**config.mk**
```make
export PLATFORM = sky130hd
export DESIGN_NAME = sign_request_stream_parser_unit
export DESIGN_NICKNAME = d
export VERILOG_FILES = /design/src/srsp_pkg.sv /design/src/srsp_parse_core.sv /design/src/srsp_out_buffer.sv /design/src/sign_request_stream_parser_unit.sv
export SDC_FILE = /design/constraint.sdc
export NUM_CORES = 1
export LEC_CHECK = 0
export BUFFER_PORTS_ARGS = -buffer_cell sky130_fd_sc_hd__buf_2
export CORE_MARGIN = 5
export CORE_UTILIZATION = 55
export CTS_CLUSTER_DIAMETER = 200
export CTS_CLUSTER_SIZE = 30
export DETAILED_ROUTE_END_ITERATION = 8
export GPL_ROUTABILITY_DRIVEN = 0
export PLACE_DENSITY = 0.74
export SKIP_CTS_REPAIR_TIMING = 1
export SLEW_MARGIN = 20
export SYNTH_ARGS = -nofsm -noshare
export SYNTH_HDL_FRONTEND = slang
export SYNTH_SLANG_ARGS = --single-unit
```
**constraint.sdc**
```tcl
create_clock -name clock -period 24.2 [get_ports clock]
set_clock_uncertainty 0.2 [all_clocks]
set_input_delay 2.42 -clock clock [delete_from_list [all_inputs] [get_ports clock]]
set_output_delay 2.42 -clock clock [all_outputs]
set_load 0.01 [all_outputs]
```
**src/srsp_pkg.sv**
```systemverilog
// ----------------------------------------------------------------------------
// srsp_pkg
// Shared types and codes for the signing-request stream parser: result
// field kinds, status codes, register indexes and the packed result record.
// ----------------------------------------------------------------------------
`default_nettype none

package srsp_pkg;

   // limits on the input and output count and on the script length
   localparam int MAX_ENTRIES_DEF      = 256;
   localparam int MAX_SCRIPT_BYTES_DEF = 1024;

   localparam int TXID_BYTES = 32;

   // configuration register indexes
   localparam logic [1:0] REG_FORMAT_VERSION = 2'd0;
   localparam logic [1:0] REG_MAX_ENTRIES    = 2'd1;
   localparam logic [1:0] REG_MAX_SCRIPT     = 2'd2;

   localparam logic [7:0]  FORMAT_VERSION_RST = 8'h01;
   localparam logic [8:0]  MAX_ENTRIES_RST    = 9'd256;
   localparam logic [10:0] MAX_SCRIPT_RST     = 11'd1024;

   // varint prefixes
   localparam logic [7:0] VARINT_U16 = 8'hfd;
   localparam logic [7:0] VARINT_U32 = 8'hfe;

   // result field kinds
   localparam logic [3:0] KIND_TXVER        = 4'd0;
   localparam logic [3:0] KIND_INCOUNT      = 4'd1;
   localparam logic [3:0] KIND_TXID_BYTE    = 4'd2;
   localparam logic [3:0] KIND_VOUT         = 4'd3;
   localparam logic [3:0] KIND_IN_AMOUNT    = 4'd4;
   localparam logic [3:0] KIND_IN_SCRIPTLEN = 4'd5;
   localparam logic [3:0] KIND_IN_SCRIPT    = 4'd6;
   localparam logic [3:0] KIND_SEQUENCE     = 4'd7;
   localparam logic [3:0] KIND_OUTCOUNT     = 4'd8;
   localparam logic [3:0] KIND_OUT_AMOUNT   = 4'd9;
   localparam logic [3:0] KIND_OUT_SCRIPTLEN = 4'd10;
   localparam logic [3:0] KIND_OUT_SCRIPT   = 4'd11;
   localparam logic [3:0] KIND_LOCKTIME     = 4'd12;
   localparam logic [3:0] KIND_STATUS       = 4'd13;

   // status codes
   localparam logic [2:0] ST_OK          = 3'd0;
   localparam logic [2:0] ST_BAD_VERSION = 3'd1;
   localparam logic [2:0] ST_BAD_COUNT   = 3'd2;
   localparam logic [2:0] ST_SCRIPT_LONG = 3'd3;
   localparam logic [2:0] ST_TRUNCATED   = 3'd4;

   typedef struct packed {
      logic [7:0]  format_version;
      logic [8:0]  max_entry_count;
      logic [10:0] max_script_length;
   } cfg_type;

   typedef struct packed {
      logic [3:0]  field_kind;
      logic [63:0] field_value;
      logic [7:0]  entry_index;
      logic [9:0]  byte_offset;
      logic        done_res;
      logic [2:0]  status;
   } result_type;

endpackage

`default_nettype wire

```
**src/srsp_parse_core.sv**
```systemverilog
// ----------------------------------------------------------------------------
// srsp_parse_core
// Parse state registers and the per-byte next-state logic. Each accepted
// request updates the state and yields at most one result in the same cycle.
// ----------------------------------------------------------------------------
`default_nettype none

module srsp_parse_core #(
   parameter int MAX_ENTRIES      = srsp_pkg::MAX_ENTRIES_DEF,
   parameter int MAX_SCRIPT_BYTES = srsp_pkg::MAX_SCRIPT_BYTES_DEF
) (
   input  wire logic                 clock,
   input  wire logic                 reset,
   input  wire logic                 req_fire,
   input  wire logic [7:0]           data_byte,
   input  wire logic                 last_byte,
   input  wire srsp_pkg::cfg_type    cfg,
   output logic                      res_valid,
   output srsp_pkg::result_type      res
);

   typedef enum logic [3:0] {
      PH_FMT     = 4'd0,
      PH_TXVER   = 4'd1,
      PH_INCNT   = 4'd2,
      PH_TXID    = 4'd3,
      PH_VOUT    = 4'd4,
      PH_INAMT   = 4'd5,
      PH_INSLEN  = 4'd6,
      PH_INSCR   = 4'd7,
      PH_SEQ     = 4'd8,
      PH_OUTCNT  = 4'd9,
      PH_OUTAMT  = 4'd10,
      PH_OUTSLEN = 4'd11,
      PH_OUTSCR  = 4'd12,
      PH_LOCK    = 4'd13,
      PH_DONE    = 4'd14
   } phase_type;

   localparam logic [16:0] ENTRY_CAP  = 17'(MAX_ENTRIES);
   localparam logic [16:0] SCRIPT_CAP = 17'(MAX_SCRIPT_BYTES);

   phase_type   phase_ff, phase_in;
   logic [10:0] bcnt_ff, bcnt_in;
   logic [3:0]  vstage_ff, vstage_in;
   logic [63:0] acc_ff, acc_in;
   logic [8:0]  total_ff, total_in;
   logic [8:0]  ecnt_ff, ecnt_in;
   logic [10:0] srem_ff, srem_in;
   logic        failed_ff, failed_in;

   logic [16:0] entry_limit;
   logic [16:0] script_limit;
   logic [63:0] acc_or;
   logic [63:0] vint;
   logic [10:0] bcnt_inc;
   logic [10:0] srem_dec;
   logic [9:0]  ecnt_inc;
   logic        vint_over_entry;
   logic        vint_over_script;
   logic        have;
   logic        finished;
   logic        complete;
   logic        restart;
   logic        nf;
   phase_type   nf_phase;
   logic [2:0]  err;
   logic [3:0]  kind;
   logic [63:0] val;
   logic [7:0]  idx;
   logic [9:0]  off;

   always_comb begin
      entry_limit  = ({8'd0, cfg.max_entry_count} < ENTRY_CAP) ?
                     {8'd0, cfg.max_entry_count} : ENTRY_CAP;
      script_limit = ({6'd0, cfg.max_script_length} < SCRIPT_CAP) ?
                     {6'd0, cfg.max_script_length} : SCRIPT_CAP;
      for (int i = 0; i < 8; i++) begin
         acc_or[i*8 +: 8] = (bcnt_ff[2:0] == 3'(i)) ? (acc_ff[i*8 +: 8] | data_byte)
                                                   : acc_ff[i*8 +: 8];
      end
      bcnt_inc = bcnt_ff + 11'd1;
      srem_dec = (srem_ff != 11'd0) ? (srem_ff - 11'd1) : 11'd0;
      ecnt_inc = {1'b0, ecnt_ff} + 10'd1;
      // single-byte varint or the last byte of a prefixed one
      vint = (vstage_ff == 4'd0) ? {56'd0, data_byte} : acc_or;
      vint_over_entry  = (|vint[63:17]) || (vint[16:0] > entry_limit);
      vint_over_script = (|vint[63:17]) || (vint[16:0] > script_limit);
   end

   always_comb begin
      phase_in  = phase_ff;
      bcnt_in   = bcnt_ff;
      vstage_in = vstage_ff;
      acc_in    = acc_ff;
      total_in  = total_ff;
      ecnt_in   = ecnt_ff;
      srem_in   = srem_ff;
      failed_in = failed_ff;
      have      = 1'b0;
      finished  = 1'b0;
      complete  = 1'b0;
      restart   = 1'b0;
      nf        = 1'b0;
      nf_phase  = phase_ff;
      err       = srsp_pkg::ST_OK;
      kind      = srsp_pkg::KIND_STATUS;
      val       = 64'd0;
      idx       = 8'd0;
      off       = 10'd0;
      res_valid = 1'b0;
      res       = '0;

      if (req_fire) begin
         if (failed_ff || (phase_ff >= PH_DONE)) begin
            // drop bytes until the blob ends
            restart = last_byte;
         end else begin
            kind = 4'(phase_ff) - 4'd1;
            unique case (phase_ff)
               PH_FMT: begin
                  if (data_byte != cfg.format_version) begin
                     err = srsp_pkg::ST_BAD_VERSION;
                  end else begin
                     nf       = 1'b1;
                     nf_phase = PH_TXVER;
                  end
               end
               PH_TXID, PH_INSCR, PH_OUTSCR: begin
                  have    = 1'b1;
                  val     = {56'd0, data_byte};
                  idx     = ecnt_ff[7:0];
                  off     = bcnt_ff[9:0];
                  bcnt_in = bcnt_inc;
                  if (phase_ff == PH_TXID) begin
                     if (bcnt_inc >= 11'(srsp_pkg::TXID_BYTES)) begin
                        nf       = 1'b1;
                        nf_phase = PH_VOUT;
                     end
                  end else begin
                     srem_in = srem_dec;
                     if (srem_dec == 11'd0) begin
                        nf = 1'b1;
                        if (phase_ff == PH_INSCR) begin
                           nf_phase = PH_SEQ;
                        end else begin
                           ecnt_in  = ecnt_inc[8:0];
                           nf_phase = (ecnt_inc >= {1'b0, total_ff}) ? PH_LOCK : PH_OUTAMT;
                        end
                     end
                  end
               end
               PH_INCNT, PH_INSLEN, PH_OUTCNT, PH_OUTSLEN: begin
                  if (vstage_ff == 4'd0) begin
                     if (data_byte < srsp_pkg::VARINT_U16) begin
                        acc_in   = {56'd0, data_byte};
                        complete = 1'b1;
                     end else begin
                        vstage_in = (data_byte == srsp_pkg::VARINT_U16) ? 4'd2 :
                                    (data_byte == srsp_pkg::VARINT_U32) ? 4'd4 : 4'd8;
                        bcnt_in   = 11'd0;
                        acc_in    = 64'd0;
                     end
                  end else begin
                     acc_in    = acc_or;
                     bcnt_in   = bcnt_inc;
                     vstage_in = vstage_ff - 4'd1;
                     complete  = (vstage_ff == 4'd1);
                  end
                  if (complete) begin
                     if (phase_ff == PH_INCNT || phase_ff == PH_OUTCNT) begin
                        if (vint == 64'd0 || vint_over_entry) begin
                           err = srsp_pkg::ST_BAD_COUNT;
                        end else begin
                           have     = 1'b1;
                           val      = vint;
                           total_in = vint[8:0];
                           ecnt_in  = 9'd0;
                           nf       = 1'b1;
                           nf_phase = (phase_ff == PH_INCNT) ? PH_TXID : PH_OUTAMT;
                        end
                     end else begin
                        if (vint_over_script) begin
                           err = srsp_pkg::ST_SCRIPT_LONG;
                        end else begin
                           have    = 1'b1;
                           val     = vint;
                           idx     = ecnt_ff[7:0];
                           srem_in = vint[10:0];
                           nf      = 1'b1;
                           if (phase_ff == PH_INSLEN) begin
                              nf_phase = (vint != 64'd0) ? PH_INSCR : PH_SEQ;
                           end else if (vint != 64'd0) begin
                              nf_phase = PH_OUTSCR;
                           end else begin
                              ecnt_in  = ecnt_inc[8:0];
                              nf_phase = (ecnt_inc >= {1'b0, total_ff}) ? PH_LOCK : PH_OUTAMT;
                           end
                        end
                     end
                  end
               end
               PH_TXVER, PH_VOUT, PH_INAMT, PH_SEQ, PH_OUTAMT, PH_LOCK: begin
                  acc_in  = acc_or;
                  bcnt_in = bcnt_inc;
                  if (bcnt_inc >= ((phase_ff == PH_INAMT || phase_ff == PH_OUTAMT) ?
                                   11'd8 : 11'd4)) begin
                     have = 1'b1;
                     val  = acc_or;
                     idx  = (phase_ff == PH_TXVER || phase_ff == PH_LOCK) ? 8'd0 : ecnt_ff[7:0];
                     nf   = 1'b1;
                     unique case (phase_ff)
                        PH_TXVER:  nf_phase = PH_INCNT;
                        PH_VOUT:   nf_phase = PH_INAMT;
                        PH_INAMT:  nf_phase = PH_INSLEN;
                        PH_SEQ: begin
                           ecnt_in  = ecnt_inc[8:0];
                           nf_phase = (ecnt_inc >= {1'b0, total_ff}) ? PH_OUTCNT : PH_TXID;
                        end
                        PH_OUTAMT: nf_phase = PH_OUTSLEN;
                        default: begin
                           nf_phase = PH_DONE;
                           finished = 1'b1;
                        end
                     endcase
                  end
               end
               default: ;
            endcase

            if (nf) begin
               phase_in  = nf_phase;
               bcnt_in   = 11'd0;
               vstage_in = 4'd0;
               acc_in    = 64'd0;
            end

            if (err != srsp_pkg::ST_OK) begin
               res_valid       = 1'b1;
               res.field_kind  = srsp_pkg::KIND_STATUS;
               res.done_res    = 1'b1;
               res.status      = err;
               restart         = last_byte;
               failed_in       = ~last_byte;
            end else if (finished || last_byte || have) begin
               res_valid       = 1'b1;
               res.field_kind  = have ? kind : srsp_pkg::KIND_STATUS;
               res.field_value = val;
               res.entry_index = idx;
               res.byte_offset = off;
               res.done_res    = finished || last_byte;
               res.status      = (last_byte && !finished) ? srsp_pkg::ST_TRUNCATED
                                                          : srsp_pkg::ST_OK;
               restart         = last_byte;
            end
         end
      end

      if (restart) begin
         phase_in  = PH_FMT;
         bcnt_in   = 11'd0;
         vstage_in = 4'd0;
         acc_in    = 64'd0;
         total_in  = 9'd0;
         ecnt_in   = 9'd0;
         srem_in   = 11'd0;
         failed_in = 1'b0;
      end
   end

   always_ff @(posedge clock) begin
      if (reset) begin
         phase_ff  <= PH_FMT;
         bcnt_ff   <= 11'd0;
         vstage_ff <= 4'd0;
         acc_ff    <= 64'd0;
         total_ff  <= 9'd0;
         ecnt_ff   <= 9'd0;
         srem_ff   <= 11'd0;
         failed_ff <= 1'b0;
      end else begin
         phase_ff  <= phase_in;
         bcnt_ff   <= bcnt_in;
         vstage_ff <= vstage_in;
         acc_ff    <= acc_in;
         total_ff  <= total_in;
         ecnt_ff   <= ecnt_in;
         srem_ff   <= srem_in;
         failed_ff <= failed_in;
      end
   end

   // the entry counter never runs past the count it walks
   a_ecnt_bound: assert property (@(posedge clock) disable iff (reset)
      ecnt_ff <= total_ff)
      else $error("entry counter beyond entry total");

   // any request flagged last starts the next blob from the format byte
   a_last_restarts: assert property (@(posedge clock) disable iff (reset)
      (req_fire && last_byte) |=> (phase_ff == PH_FMT && !failed_ff))
      else $error("parser did not restart after last byte");

   // an error or truncation always closes the blob
   a_err_done: assert property (@(posedge clock) disable iff (reset)
      (res_valid && res.status != srsp_pkg::ST_OK) |-> res.done_res)
      else $error("non-ok status without done");

endmodule

`default_nettype wire

```
**src/srsp_out_buffer.sv**
```systemverilog
// ----------------------------------------------------------------------------
// srsp_out_buffer
// Result register with a one-entry skid stage, so the parser keeps taking
// requests while a result waits for the consumer.
// ----------------------------------------------------------------------------
`default_nettype none

module srsp_out_buffer (
   input  wire logic                 clock,
   input  wire logic                 reset,
   input  wire logic                 in_valid,
   input  wire srsp_pkg::result_type in_res,
   output logic                      in_ready,
   output logic                      rsp_valid,
   input  wire logic                 rsp_ready,
   output srsp_pkg::result_type      rsp_res
);

   logic                 out_valid_ff;
   srsp_pkg::result_type out_res_ff;
   logic                 skid_valid_ff;
   srsp_pkg::result_type skid_res_ff;
   logic                 out_fire;

   assign out_fire  = out_valid_ff && rsp_ready;
   assign in_ready  = ~skid_valid_ff;
   assign rsp_valid = out_valid_ff;
   assign rsp_res   = out_res_ff;

   always_ff @(posedge clock) begin
      if (reset) begin
         out_valid_ff  <= 1'b0;
         skid_valid_ff <= 1'b0;
      end else if (skid_valid_ff) begin
         // drain the skid stage into the output register
         if (out_fire) begin
            out_res_ff    <= skid_res_ff;
            skid_valid_ff <= 1'b0;
         end
      end else if (in_valid) begin
         if (!out_valid_ff || out_fire) begin
            out_res_ff   <= in_res;
            out_valid_ff <= 1'b1;
         end else begin
            skid_res_ff   <= in_res;
            skid_valid_ff <= 1'b1;
         end
      end else if (out_fire) begin
         out_valid_ff <= 1'b0;
      end
   end

   a_skid_behind_out: assert property (@(posedge clock) disable iff (reset)
      skid_valid_ff |-> out_valid_ff)
      else $error("skid stage holds a result ahead of the output register");

   a_skid_holds: assert property (@(posedge clock) disable iff (reset)
      (skid_valid_ff && !rsp_ready) |=> (skid_valid_ff && $stable(skid_res_ff)))
      else $error("skid stage lost a result");

   // hold a waiting result until the consumer takes it
   a_out_holds: assert property (@(posedge clock) disable iff (reset)
      (out_valid_ff && !rsp_ready) |=> (out_valid_ff && $stable(out_res_ff)))
      else $error("output register changed while stalled");

endmodule

`default_nettype wire

```
**src/sign_request_stream_parser_unit.sv**
```systemverilog
// ----------------------------------------------------------------------------
// sign_request_stream_parser_unit
// Byte-stream parser for a signing-request blob in compact-size transaction
// layout; emits one tagged result per field, txid/script byte, error or cut.
// ----------------------------------------------------------------------------
// Takes one request (one blob byte) per clock cycle for as long as the result
// side keeps up; each accepted request's result is registered before it shows
// on rsp_. The parse state is updated by a single pass of logic per byte,
// and results go through an output register backed by a one-entry skid stage,
// so req_ready drops only when both hold a result the consumer has not taken.
// A byte that completes no field gives no result unless it errs or ends a
// live blob. Configuration writes are taken every cycle (csr_ready is always
// high) and must only be issued while the parser is idle between blobs.
`default_nettype none

module sign_request_stream_parser_unit #(
   parameter int MAX_ENTRIES      = srsp_pkg::MAX_ENTRIES_DEF,
   parameter int MAX_SCRIPT_BYTES = srsp_pkg::MAX_SCRIPT_BYTES_DEF
) (
   input  wire logic        clock,
   input  wire logic        reset,
   input  wire logic        req_valid,
   output logic             req_ready,
   input  wire logic [7:0]  req_data_byte,
   input  wire logic        req_last_byte,
   output logic             rsp_valid,
   input  wire logic        rsp_ready,
   output logic [3:0]       rsp_field_kind,
   output logic [63:0]      rsp_field_value,
   output logic [7:0]       rsp_entry_index,
   output logic [9:0]       rsp_byte_offset,
   output logic             rsp_done_res,
   output logic [2:0]       rsp_status,
   input  wire logic        csr_valid,
   output logic             csr_ready,
   input  wire logic [1:0]  csr_index,
   input  wire logic [10:0] csr_data
);

   srsp_pkg::cfg_type    cfg_ff;
   srsp_pkg::result_type core_res;
   srsp_pkg::result_type out_res;
   logic                 core_res_valid;
   logic                 req_fire;

   assign csr_ready = 1'b1;
   assign req_fire  = req_valid && req_ready;

   always_ff @(posedge clock) begin
      if (reset) begin
         cfg_ff.format_version    <= srsp_pkg::FORMAT_VERSION_RST;
         cfg_ff.max_entry_count   <= srsp_pkg::MAX_ENTRIES_RST;
         cfg_ff.max_script_length <= srsp_pkg::MAX_SCRIPT_RST;
      end else if (csr_valid && csr_ready) begin
         unique case (csr_index)
            srsp_pkg::REG_FORMAT_VERSION: cfg_ff.format_version    <= csr_data[7:0];
            srsp_pkg::REG_MAX_ENTRIES:    cfg_ff.max_entry_count   <= csr_data[8:0];
            srsp_pkg::REG_MAX_SCRIPT:     cfg_ff.max_script_length <= csr_data;
            default: ;
         endcase
      end
   end

   srsp_parse_core #(
      .MAX_ENTRIES      (MAX_ENTRIES),
      .MAX_SCRIPT_BYTES (MAX_SCRIPT_BYTES)
   ) u_core (
      .clock     (clock),
      .reset     (reset),
      .req_fire  (req_fire),
      .data_byte (req_data_byte),
      .last_byte (req_last_byte),
      .cfg       (cfg_ff),
      .res_valid (core_res_valid),
      .res       (core_res)
   );

   srsp_out_buffer u_out (
      .clock     (clock),
      .reset     (reset),
      .in_valid  (core_res_valid),
      .in_res    (core_res),
      .in_ready  (req_ready),
      .rsp_valid (rsp_valid),
      .rsp_ready (rsp_ready),
      .rsp_res   (out_res)
   );

   assign rsp_field_kind  = out_res.field_kind;
   assign rsp_field_value = out_res.field_value;
   assign rsp_entry_index = out_res.entry_index;
   assign rsp_byte_offset = out_res.byte_offset;
   assign rsp_done_res    = out_res.done_res;
   assign rsp_status      = out_res.status;

endmodule

`default_nettype wire

```
==> flow_metrics.py <==
metrics = {
    "place": {
        "place_ws_ns": 16.21,
        "dp_hpwl_mm": 26.6,
        "portBuffers": 118,
    },
    "synth": {
        "yosys_warnings": 0,
        "ys_types": 81,
        "synth_common_cells": "211 x nor2_1, 180 x edfxtp_1, 158 x nand2_1, 143 x dfxtp_1, 114 x o21ai_0",
        "synth_area_leaders": "edfxtp_1 35%, dfxtp_1 19%, nor2_1 5.1%",
        "async_flop_share": 0,
        "synth_area_leader_cell": "edfxtp_1",
        "synth_most_common_cell": "nor2_1",
        "synth.top_cell.area_share": 0.349,
        "synthesis.nets": 1661,
        "postSynthCellCount": 1591,
        "yosysSeqAreaShare": 0.534,
        "synth_seq_cells": 323,
        "syn-cell-area_mm2": 0.0155,
        "synth_ff_type": "edfxtp_1",
        "synth.avg_cell_area_um2": 9.72,
        "synth-edff-count": 180,
    },
    "run_status": {
        "status": "finished, final reports clean",
    },
    "sta": {
        "hold_viol_final": 0,
        "finalCriticalPeriod_ns": 7.60,
        "fin_crit_sh": 0.314,
        "clock.fmax_mhz": 132,
        "setup_viol": 0,
        "finalMaxSlewViolations": 0,
        "relSlewSlack": 0.325,
        "rsz0062_at_grt": "false",
        "tns_ns": 0,
        "layout_setup_ws_ns": 16.60,
        "tightest_slew_ns": 1.01,
    },
    "clock_tree": {
        "cts_tree": "built",
        "numCtsBuffers": 14,
        "clkLatencyLatePin_ns": 0.52,
        "cts.sinks": 323,
        "h-tree-depth": 1,
        "cts_root_buf": "clkbuf_16",
        "clkSlewWorstSetupHoldPaths_ns": 0.12,
        "cts_buffer_depth": 3,
    },
    "route": {
        "post-route-drc-count": 0,
        "post_drt_wl_per_cell_um": 19.3,
        "wl_mm": 38.8,
        "vias_per_cell": 6.18,
        "first_iter_violations": 1668,
        "dr_total_vias": 12400,
        "ant_nets": 0,
        "drt-pass1-iter-count": 6,
    },
    "die": {
        "core.rowCount": 61,
        "core-area_mm2": 0.0278,
        "fp.dieW_um": 178,
        "initial_core_util": 0.557,
        "dieArea_mm2": 0.0316,
        "die_h_um": 178,
        "ios": 120,
    },
    "power_and_ir_drop": {
        "max-vdd-ir-drop_mv": 0.0443,
        "p_leak_uw": 0.00602,
        "combPwrFrac": 0.097,
        "total_power_uw": 977,
        "p_int_uw": 739,
        "swShare": 0.244,
        "powerDensity_mw_per_mm2": 58.8,
        "power_frac_clock": 0.291,
        "seqPwrFrac": 0.612,
        "switching_power_uw": 238,
    },
    "grt": {
        "grt-ovfl-total": 0,
        "grt_pass1_wl_mm": 62.3,
        "antenna_found_initial": 0,
        "grt_pass1_vias": 11500,
        "grt_usage": 0.243,
        "grt_max_degree": 113,
    },
    "setup_path": {
        "critical_path.startpoint": "req_data_byte[0]",
        "path_depth": 15,
        "crit_chain": "buf_2, nand3b_1, a21oi_1, ha_1, nand4_1, nor2_1, nand4_1, or4_1, o21ai_1, a31oi_2, nand4_1, o21ai_0, a221oi_4, buf_4, buf_4",
        "cp_common_cell": "nand4_1",
        "critPathArrivalTime_ns": 7.54,
        "max_stage_delay_ns": 0.66,
        "regToRegStartpoint": "u_core.vstage_ff[0]",
        "required_ns": 24.14,
        "r2r-end": "u_out.rsp_res[26]",
        "crit_fanout": 64,
        "setup.worst_path.end": "u_out.rsp_res[26]",
        "cp_num_buf_inv": 3,
        "crit_path_top_delay_cell": "buf_4",
        "start_kind": "input port",
        "critPathKind": "in2reg",
        "r2r_slack_ns": 17.10,
        "end_kind": "register",
        "worst_path_dominant_cell_family": "compound AO/OA/AOI/OAI gates",
        "reg2regPathDepth": 16,
    },
    "layout": {
        "fin_nets": 1695,
        "drive_gt1_frac": 0.107,
        "area_delta_synth_final_pct": 7.42,
        "antenna_cells": 0,
    },
    "min_path": {
        "worstHoldPathType": "reg2reg",
    },
    "flow_run": {
        "cap_violations": 0,
    },
}
state kept, by name, indices dropped and copies added, names as in the netlist:
signal	count
u_core.phase_ff	4
u_core.total_ff	9
u_core.acc_ff	64
u_core.srem_ff	11
cfg_ff	28
u_core.failed_ff	1
u_out.skid_valid_ff	1
u_core.bcnt_ff	11
u_core.ecnt_ff	9
u_out.skid_res_ff	90
u_out.rsp_valid	1
u_out.rsp_res	90
u_core.vstage_ff	4
cell usage in the layout (no fill, tap or decap), types with 34 or more instances in the layout:
cell type,instances
a21oi_1,103
nor2_1,210
dfxtp_1,142
o21ai_0,114
inv_1,34
edfxtp_1,180
buf_2,118
ha_1,43
a31oi_1,67
nand2_1,158
through the flow:
stage	cells	cell area, um^2	utilization	hold WS (ns)
6_report	2011	16600	0.598	0.283
5_1_grt	2011	16600	0.598	0.312
4_1_cts	2011	16600	0.598	0.287
3_5_place_dp	1987	16200	0.583	0.260
3_3_place_gp	1987	16200	0.583	0.238
2_1_floorplan	1591	15500	-	0.226
cell type report:
class / count / area (um^2)
clock buffers: 23 / 405
clock inverters: 1 / 8.76
fillers: 2472 / 11200
inverters: 35 / 131
multi-input cells: 1115 / 6610
flip-flops and latches: 323 / 8270
well taps: 378 / 473
repair buffers: 136 / 726
routing by layer:
layer  part of all wire  routed length [um]  up-vias  track usage
met5                  0                   0        -            0
li1                   -                   -     5880            -
met3              0.096                3730       64       0.0479
met4              0.024                 939        0       0.0706
met2               0.43               16900      621        0.361
met1               0.45               17300     5854        0.364
logic make-up after synthesis:
logic type,synth area share
buffers and inverters,0.0406
other,0.000242
and+or+nand+nor,0.171
adders and majority gates,0.0362
muxes,0.0195
xor gates and xnor gates,0.0159
DFF,0.534
AOI/OAI and AO/OA,0.182
worst register-to-register path: cells and delay by family (launching register included):
kind	cells	cell delay [ns]
AOI/OAI and AO/OA	7	2.80
adders and majority gates	3	1.02
buffers and inverters	3	1.16
DFF	1	0.43
and+or+nand+nor	3	1.05
worst min-delay path by stage:
stage                             startpoint            endpoint  slack (ns)  cells after the start
after floorplan             u_core.acc_ff[9]    u_core.acc_ff[9]        0.23                      2
after global placement      u_core.acc_ff[9]    u_core.acc_ff[9]        0.24                      2
after detailed placement    u_core.acc_ff[9]    u_core.acc_ff[9]        0.26                      2
after CTS                 u_core.total_ff[6]  u_core.total_ff[6]        0.29                      2
after global routing      u_core.total_ff[6]  u_core.total_ff[6]        0.31                      2
final                     u_core.total_ff[6]  u_core.total_ff[6]        0.28                      2
power groups by stage:
stage / clock (uW) / combinational (uW) / sequential (uW)
3_3_place_gp: 0 / 91.9 / 610
4_1_cts: 290 / 93.8 / 598
6_report: 284 / 94.8 / 598
2_1_floorplan: 0 / 60.1 / 616
5_1_grt: 312 / 104 / 600
3_5_place_dp: 0 / 93.4 / 611
Power figures use the tool's default switching activity.
